===== config.mk =====
export PLATFORM = sky130hd
export DESIGN_NAME = rsss_front
export DESIGN_NICKNAME = d
export VERILOG_FILES = /design/src/hdl/rsss_pkg.sv /design/src/hdl/rsss_front.sv
export SDC_FILE = /design/constraint.sdc
export NUM_CORES = 1
export LEC_CHECK = 0
export ABC_AREA = 1
export BUFFER_PORTS_ARGS = -buffer_cell sky130_fd_sc_hd__buf_2
export CAP_MARGIN = 10
export CORE_ASPECT_RATIO = 1.5
export CORE_MARGIN = 3
export CORE_UTILIZATION = 57
export DETAILED_ROUTE_END_ITERATION = 7
export PLACE_DENSITY = 0.84
export SLEW_MARGIN = 10
export SYNTH_ARGS = -nofsm -noshare
export SYNTH_HDL_FRONTEND = slang
export SYNTH_SLANG_ARGS = --single-unit

===== constraint.sdc =====
create_clock -name clk -period 20 [get_ports clk]
set_input_delay 1 -clock clk [delete_from_list [all_inputs] [get_ports clk]]
set_output_delay 1 -clock clk [all_outputs]
set_load 0.02 [all_outputs]

===== src/hdl/rsss_pkg.sv =====
package rsss_pkg;

	localparam int NAME_HEAD_W = 64;
	localparam int NAME_TAIL_W = 8;
	localparam int ID_W        = 20;
	localparam int SCORE_W     = 7;
	localparam int SUM_W       = 9;
	localparam int AVG_W       = 10;
	localparam int RANK_W      = 4;
	localparam int EMIT_W      = 5;
	localparam int EMIT_LIMIT  = 16;

	localparam logic [SCORE_W-1:0] SCORE_MAX = 7'd100;

	// avg = (10*sum + 1) / 3 via multiply by 2731 >> 13 (exact below 8192)
	localparam int AVG_NUM_W  = 12;
	localparam int AVG_RECIP  = 2731;
	localparam int AVG_SHIFT  = 13;
	localparam int AVG_PROD_W = 24;

	typedef struct packed {
		logic [NAME_HEAD_W-1:0] name_head;
		logic [NAME_TAIL_W-1:0] name_tail;
		logic [ID_W-1:0]        student_id;
		logic [SCORE_W-1:0]     math;
		logic [SCORE_W-1:0]     physics;
		logic [SCORE_W-1:0]     english;
		logic [SUM_W-1:0]       sum;
	} rec_t;

	typedef struct packed {
		rec_t rec;
		logic last;
	} q_item_t;

	typedef enum logic {
		ST_LOAD,
		ST_EMIT
	} back_state_t;

	function automatic logic [SCORE_W-1:0] clamp_score(input logic [SCORE_W-1:0] s);
		logic [SCORE_W-1:0] r;
		r = (s > SCORE_MAX) ? SCORE_MAX : s;
		return r;
	endfunction

endpackage


===== src/hdl/rsss_front.sv =====
module rsss_front
	import rsss_pkg::*;
(
	input  logic                   clk,
	input  logic                   arst_n,
	input  logic                   in_valid,
	output logic                   in_stall,
	input  logic [NAME_HEAD_W-1:0] name_head,
	input  logic [NAME_TAIL_W-1:0] name_tail,
	input  logic [ID_W-1:0]        student_id,
	input  logic [SCORE_W-1:0]     math_score,
	input  logic [SCORE_W-1:0]     physics_score,
	input  logic [SCORE_W-1:0]     english_score,
	input  logic                   last,
	output logic                   q_valid,
	output q_item_t                q_item,
	input  logic                   q_pop
);

	q_item_t     mem_q [2];
	logic        wptr_q;
	logic        rptr_q;
	logic [1:0]  cnt_q;
	q_item_t     new_item;
	logic        push;
	logic [SCORE_W-1:0] m_c, p_c, e_c;

	// clamp scores and form the sort key
	always_comb begin
		m_c = clamp_score(math_score);
		p_c = clamp_score(physics_score);
		e_c = clamp_score(english_score);
		new_item.rec.name_head  = name_head;
		new_item.rec.name_tail  = name_tail;
		new_item.rec.student_id = student_id;
		new_item.rec.math       = m_c;
		new_item.rec.physics    = p_c;
		new_item.rec.english    = e_c;
		new_item.rec.sum        = SUM_W'(m_c) + SUM_W'(p_c) + SUM_W'(e_c);
		new_item.last           = last;
	end

	assign in_stall = (cnt_q == 2'd2);
	assign push     = in_valid && !in_stall;
	assign q_valid  = (cnt_q != 2'd0);
	assign q_item   = mem_q[rptr_q];

	always_ff @(posedge clk) begin
		if (push) begin
			mem_q[wptr_q] <= new_item;
		end
	end

	always_ff @(posedge clk or negedge arst_n) begin
		if (!arst_n) begin
			wptr_q <= 1'b0;
			rptr_q <= 1'b0;
			cnt_q  <= 2'd0;
		end else begin
			if (push) begin
				wptr_q <= ~wptr_q;
			end
			if (q_pop) begin
				rptr_q <= ~rptr_q;
			end
			case ({push, q_pop})
				2'b10:   cnt_q <= cnt_q + 2'd1;
				2'b01:   cnt_q <= cnt_q - 2'd1;
				default: cnt_q <= cnt_q;
			endcase
		end
	end

endmodule


=== Word level (Yosys, flattened, before mapping) ===
Memory sizes are Yosys's and may differ from the RTL's.
Index checks and enable logic that the tools add are counted.

* Reduce and logical (&&, ||, !) cells: 4
* Equality and inequality tests: 3
* $lt $le $gt $ge: 3
* Bitwise logic cells: 2
* Mux-type cells: 6
* $add $sub $neg: 4

{| class="wikitable"
|+ Operator list
! kind !! number
|-
| 7-bit greater-than comparator, second input constant || 3
|-
| 7-bit two-way mux || 3
|-
| 8-bit by 7-bit adder with 9-bit output || 1
|-
| 7-bit by 7-bit adder with 8-bit output || 1
|-
| 2-bit == test, second input constant || 2
|-
| 2-bit one-hot mux with 2 select lines || 1
|-
| 2-bit nonzero test || 2
|-
| 2-bit by 1-bit adder with 2-bit output, second input constant || 1
|-
| 2-bit by 1-bit == test with 1-bit output, second input constant || 1
|-
| 1-bit two-way mux || 2
|-
| 1-bit inverter || 2
|-
| 2-bit by 1-bit subtractor with 2-bit output, second input constant || 1
|-
| 1-bit logical AND || 1
|-
| 1-bit zero test || 1
|}

* Logic and storage cells: 26
* Memories kept: 1
* Output and inout port bits: 125
* Input bits: 118
* Bits in writable memories: 246
* Register bits: 4

{| class="wikitable"
|+ Memory list
! memory !! words !! width !! read ports !! clocked after Yosys merged registers in !! write ports !! line !! RTL
|-
| mem_q || 2 || 123 || 1 || 0 || 1 || rsss_front.sv:20 || <nowiki>q_item_t mem_q [2];</nowiki>
|}

=== Depth between registers and ports, before layout ===
* Depth in word-level cells: 5
* Depth in mapped cells: 14

=== Worst setup path after synthesis ===
OpenSTA, ideal clock, no wires.

* Path type: input port to flip-flop
* From: in in_valid
* To: mem mem_q[0][0] (netlist bit), enable pin
* Library setup time: 0.607 ns
* Arrival: 6.243 ns
* Path slack: 13.150 ns
* Cell stages on the path: 2
* Cell sequence: o21ai_1 > nor2_1

* Cells in the longest elaborated chain, start to end: 3

{| class="wikitable"
|+ Ends and longest elaborated chain
! what !! line !! RTL
|-
| start, declared || rsss_front.sv:6 || <nowiki>input logic in_valid,</nowiki>
|-
| 1-bit logical AND || rsss_front.sv:44 || <nowiki>assign push = in_valid && !in_stall;</nowiki>
|-
| 1-bit two-way mux || rsss_front.sv:49 || <nowiki>if (push) begin</nowiki>
|-
| 1-bit two-way mux (implied by the code) || rsss_front.sv:50 || <nowiki>mem_q[wptr_q] <= new_item;</nowiki>
|-
| end, declared || rsss_front.sv:20 ||
|}

No other way between the ends.

==> impl_metrics.py <==
metrics = {
    "setup_path": {
        "startpoint_type": "register",
        "worstSetupEndpointType": "output port",
        "r2r-start": "cnt_q[1]",
        "rrSetupSlack_ns": 17.07,
        "critical_path_class": "reg2out",
        "critPathRequiredTime_ns": 19.00,
        "worstPathArrival_ns": 2.65,
        "r2r-end": "mem_q[1][28]",
        "crit_fanout": 41,
        "r2r_cells": 5,
    },
    "floorplan": {
        "die-area_mm2": 0.0191,
        "num_io_pins": 243,
        "start_util": 0.587,
        "core-area_mm2": 0.0170,
        "die_h_um": 168,
        "die_w_um": 114,
        "num_rows": 58,
    },
    "synthesis": {
        "yosys.area_share.adder": 0.0249,
        "yosys_warnings": 0,
        "ys_seq_elements": 250,
        "syn_inst": 513,
        "ys_types": 20,
        "synth_top_family_by_area": "multiplexers",
        "synth-simple-area-share": 0.0198,
        "syn-num-nets": 646,
        "synthMuxAreaShare": 0.162,
        "ys_async_sr_fraction": 0.0160,
        "netlist_top_cells_area": "edfxtp_1 74%, mux2_4 9.0%, mux2_2 7.1%, fa_1 1.6%, nand2_1 1.3%",
        "synth_compound_area_frac": 0.00955,
        "synthFlopType": "edfxtp_1",
        "synthesis.area_mm2": 0.00996,
        "ys_seq_area_frac": 0.752,
        "synth.largest_area_cell": "edfxtp_1",
        "netlist_top_cells_count": "246 x edfxtp_1, 63 x mux2_2, 60 x mux2_4, 35 x nand2_1, 32 x inv_1",
        "synth.avg_cell_area_um2": 19.4,
        "synth_most_common_cell": "edfxtp_1",
        "synthXorXnorAreaFrac": 0.00615,
        "yosysTopAreaCellShare": 0.742,
        "synth_edf_count": 246,
    },
    "layout": {
        "syn_to_final_growth_pct": 21.4,
        "drive_gt1_frac": 0.523,
        "final_util": 0.712,
        "fillers": 1064,
        "instances_no_fill": 991,
        "fin_nets": 898,
    },
    "grt": {
        "grt_overflow": 0,
        "grt_max_degree": 68,
        "grt.total_usage": 0.203,
        "antenna_found_initial": 4,
        "grt_pass1_vias": 5751,
        "grt_first_pass_wirelength_mm": 30.3,
    },
    "outcome": {
        "run_status": "complete, no violations",
    },
    "place": {
        "post-place-cells": 951,
        "place_congestion": 0.853,
        "hpwl_mm": 13.8,
        "portBuffers": 242,
    },
    "drt": {
        "wl_per_cell_um": 19.8,
        "drtIter0Drc": 270,
        "viasPerCell": 5.31,
        "drc": 0,
        "vias": 5264,
        "drtAntennaViolNets": 0,
        "routed_wl_mm": 19.6,
        "drt_pass1_iterations": 4,
    },
    "cts": {
        "clk_path_buf_depth": 3,
        "post_cts_buffers": 0,
        "hold_buffers": 0,
        "cts_resized": 0,
        "clkLatencyLatePin_ns": 0.50,
        "cts_tree": "yes",
        "cts_buffers": 22,
        "cts-htree-levels": 1,
        "clk_pin_slew_worst_paths_ns": 0.06,
        "clock_sinks": 250,
        "cts-root-buf": "clkbuf_16",
    },
    "timing": {
        "period_share": 0.182,
        "fmaxAchievable_ghz": 0.274,
        "fin_crit_ns": 3.65,
        "drv_slew": 0,
        "rsz0062_at_grt": "false",
        "hold_viol": 0,
        "tightest_slew_ns": 0.891,
        "maxSlewHeadroom": 0.406,
        "fin_setup_tns_ns": 0,
        "finalSetupViolCount": 0,
        "skew_ns": 0.0242,
    },
    "flow_run": {
        "cap_violations": 0,
    },
    "power_and_ir_drop": {
        "cellPowerDensity_mw_per_mm2": 151,
        "power_mw": 1.83,
        "leakagePower_nw": 4.89,
        "peakVddDrop_v": 0.000139,
    },
    "hold_path": {
        "hp-class": "in2async",
    },
}
-- worst max-delay path, cell delays in order, from the launching register on --
cell and delay, ns:
dfrtp_4 0.84, buf_4 0.70, mux2_2 0.42, buf_2 0.16
-- layout make-up --
cell class,instances,area (um^2),share of cell area
flip-flops and latches,250,7490,0.619
multi-input cells,211,2230,0.184
repair buffers,248,1260,0.104
clock buffers,24,558,0.0461
well taps,210,263,0.0217
clock inverters,13,171,0.0142
inverters,32,120,0.00993
diodes,3,7.51,0.000621
-- worst max path at each step --
stage | startpoint | cells after the start | end
after floorplan | in_valid | 2 | mem_q[0][0]
after global placement | in_valid | 5 | mem_q[1][84]
after detailed placement | in_valid | 5 | mem_q[1][84]
after CTS | rptr_q | 3 | q_item[0]
after global routing | rptr_q | 3 | q_item[122]
final | rptr_q | 3 | q_item[122]
-- cells in the final DEF (no fill, tap or decap), types with 7 or more instances in the layout --
master,netlist,final
edfxtp_1,246,246
mux2_4,60,60
nor2_1,9,7
mux2_2,63,63
ha_1,7,7
fa_1,8,8
inv_1,32,32
nand2_1,35,35
buf_2,6,242
clkbuf_16,0,22
-- metrics by stage --
| stage | cell area, um^2 | setup slack (ns) | hold WS [ns] |
|---|---|---|---|
| after CTS | 12100 | 16.32 | 0.275 |
| after floorplan | 9960 | 13.15 | 0.511 |
| after global placement | 11400 | 16.53 | 0.532 |
| after detailed placement | 11400 | 16.44 | 0.554 |
| final | 12100 | 16.35 | 0.298 |
| after global routing | 12100 | 16.24 | 0.274 |
-- cell families (layout without fill, tap and decap cells) --
family / Yosys count / count (layout)
compound gates: 16 / 16
mux: 123 / 123
simple gates: 50 / 50
flops: 250 / 250
other cells: 0 / 3
fa+ha+maj: 15 / 15
buf+inv: 52 / 317
xor+xnor: 7 / 7
-- power breakdown --
group | internal, mW | switching (mW)
Sequential | 0.725 | 0.0477
Clock | 0.253 | 0.170
Combinational | 0.258 | 0.374
-- sequential cells by signal, indices dropped and copies added, names as in the netlist --
signal	flops
mem_q	246
cnt_q	2
rptr_q	1
wptr_q	1
-- per-layer routing --
metal | global-route usage | share of wire | vias to the layer above
li1 | - | - | 2433
met1 | 0.230 | 0.34 | 2590
met2 | 0.376 | 0.56 | 196
met3 | 0.0396 | 0.063 | 43
met4 | 0.0749 | 0.033 | 2
met5 | 0 | 0.00051 | -
(Power assumes the default switching activity.)
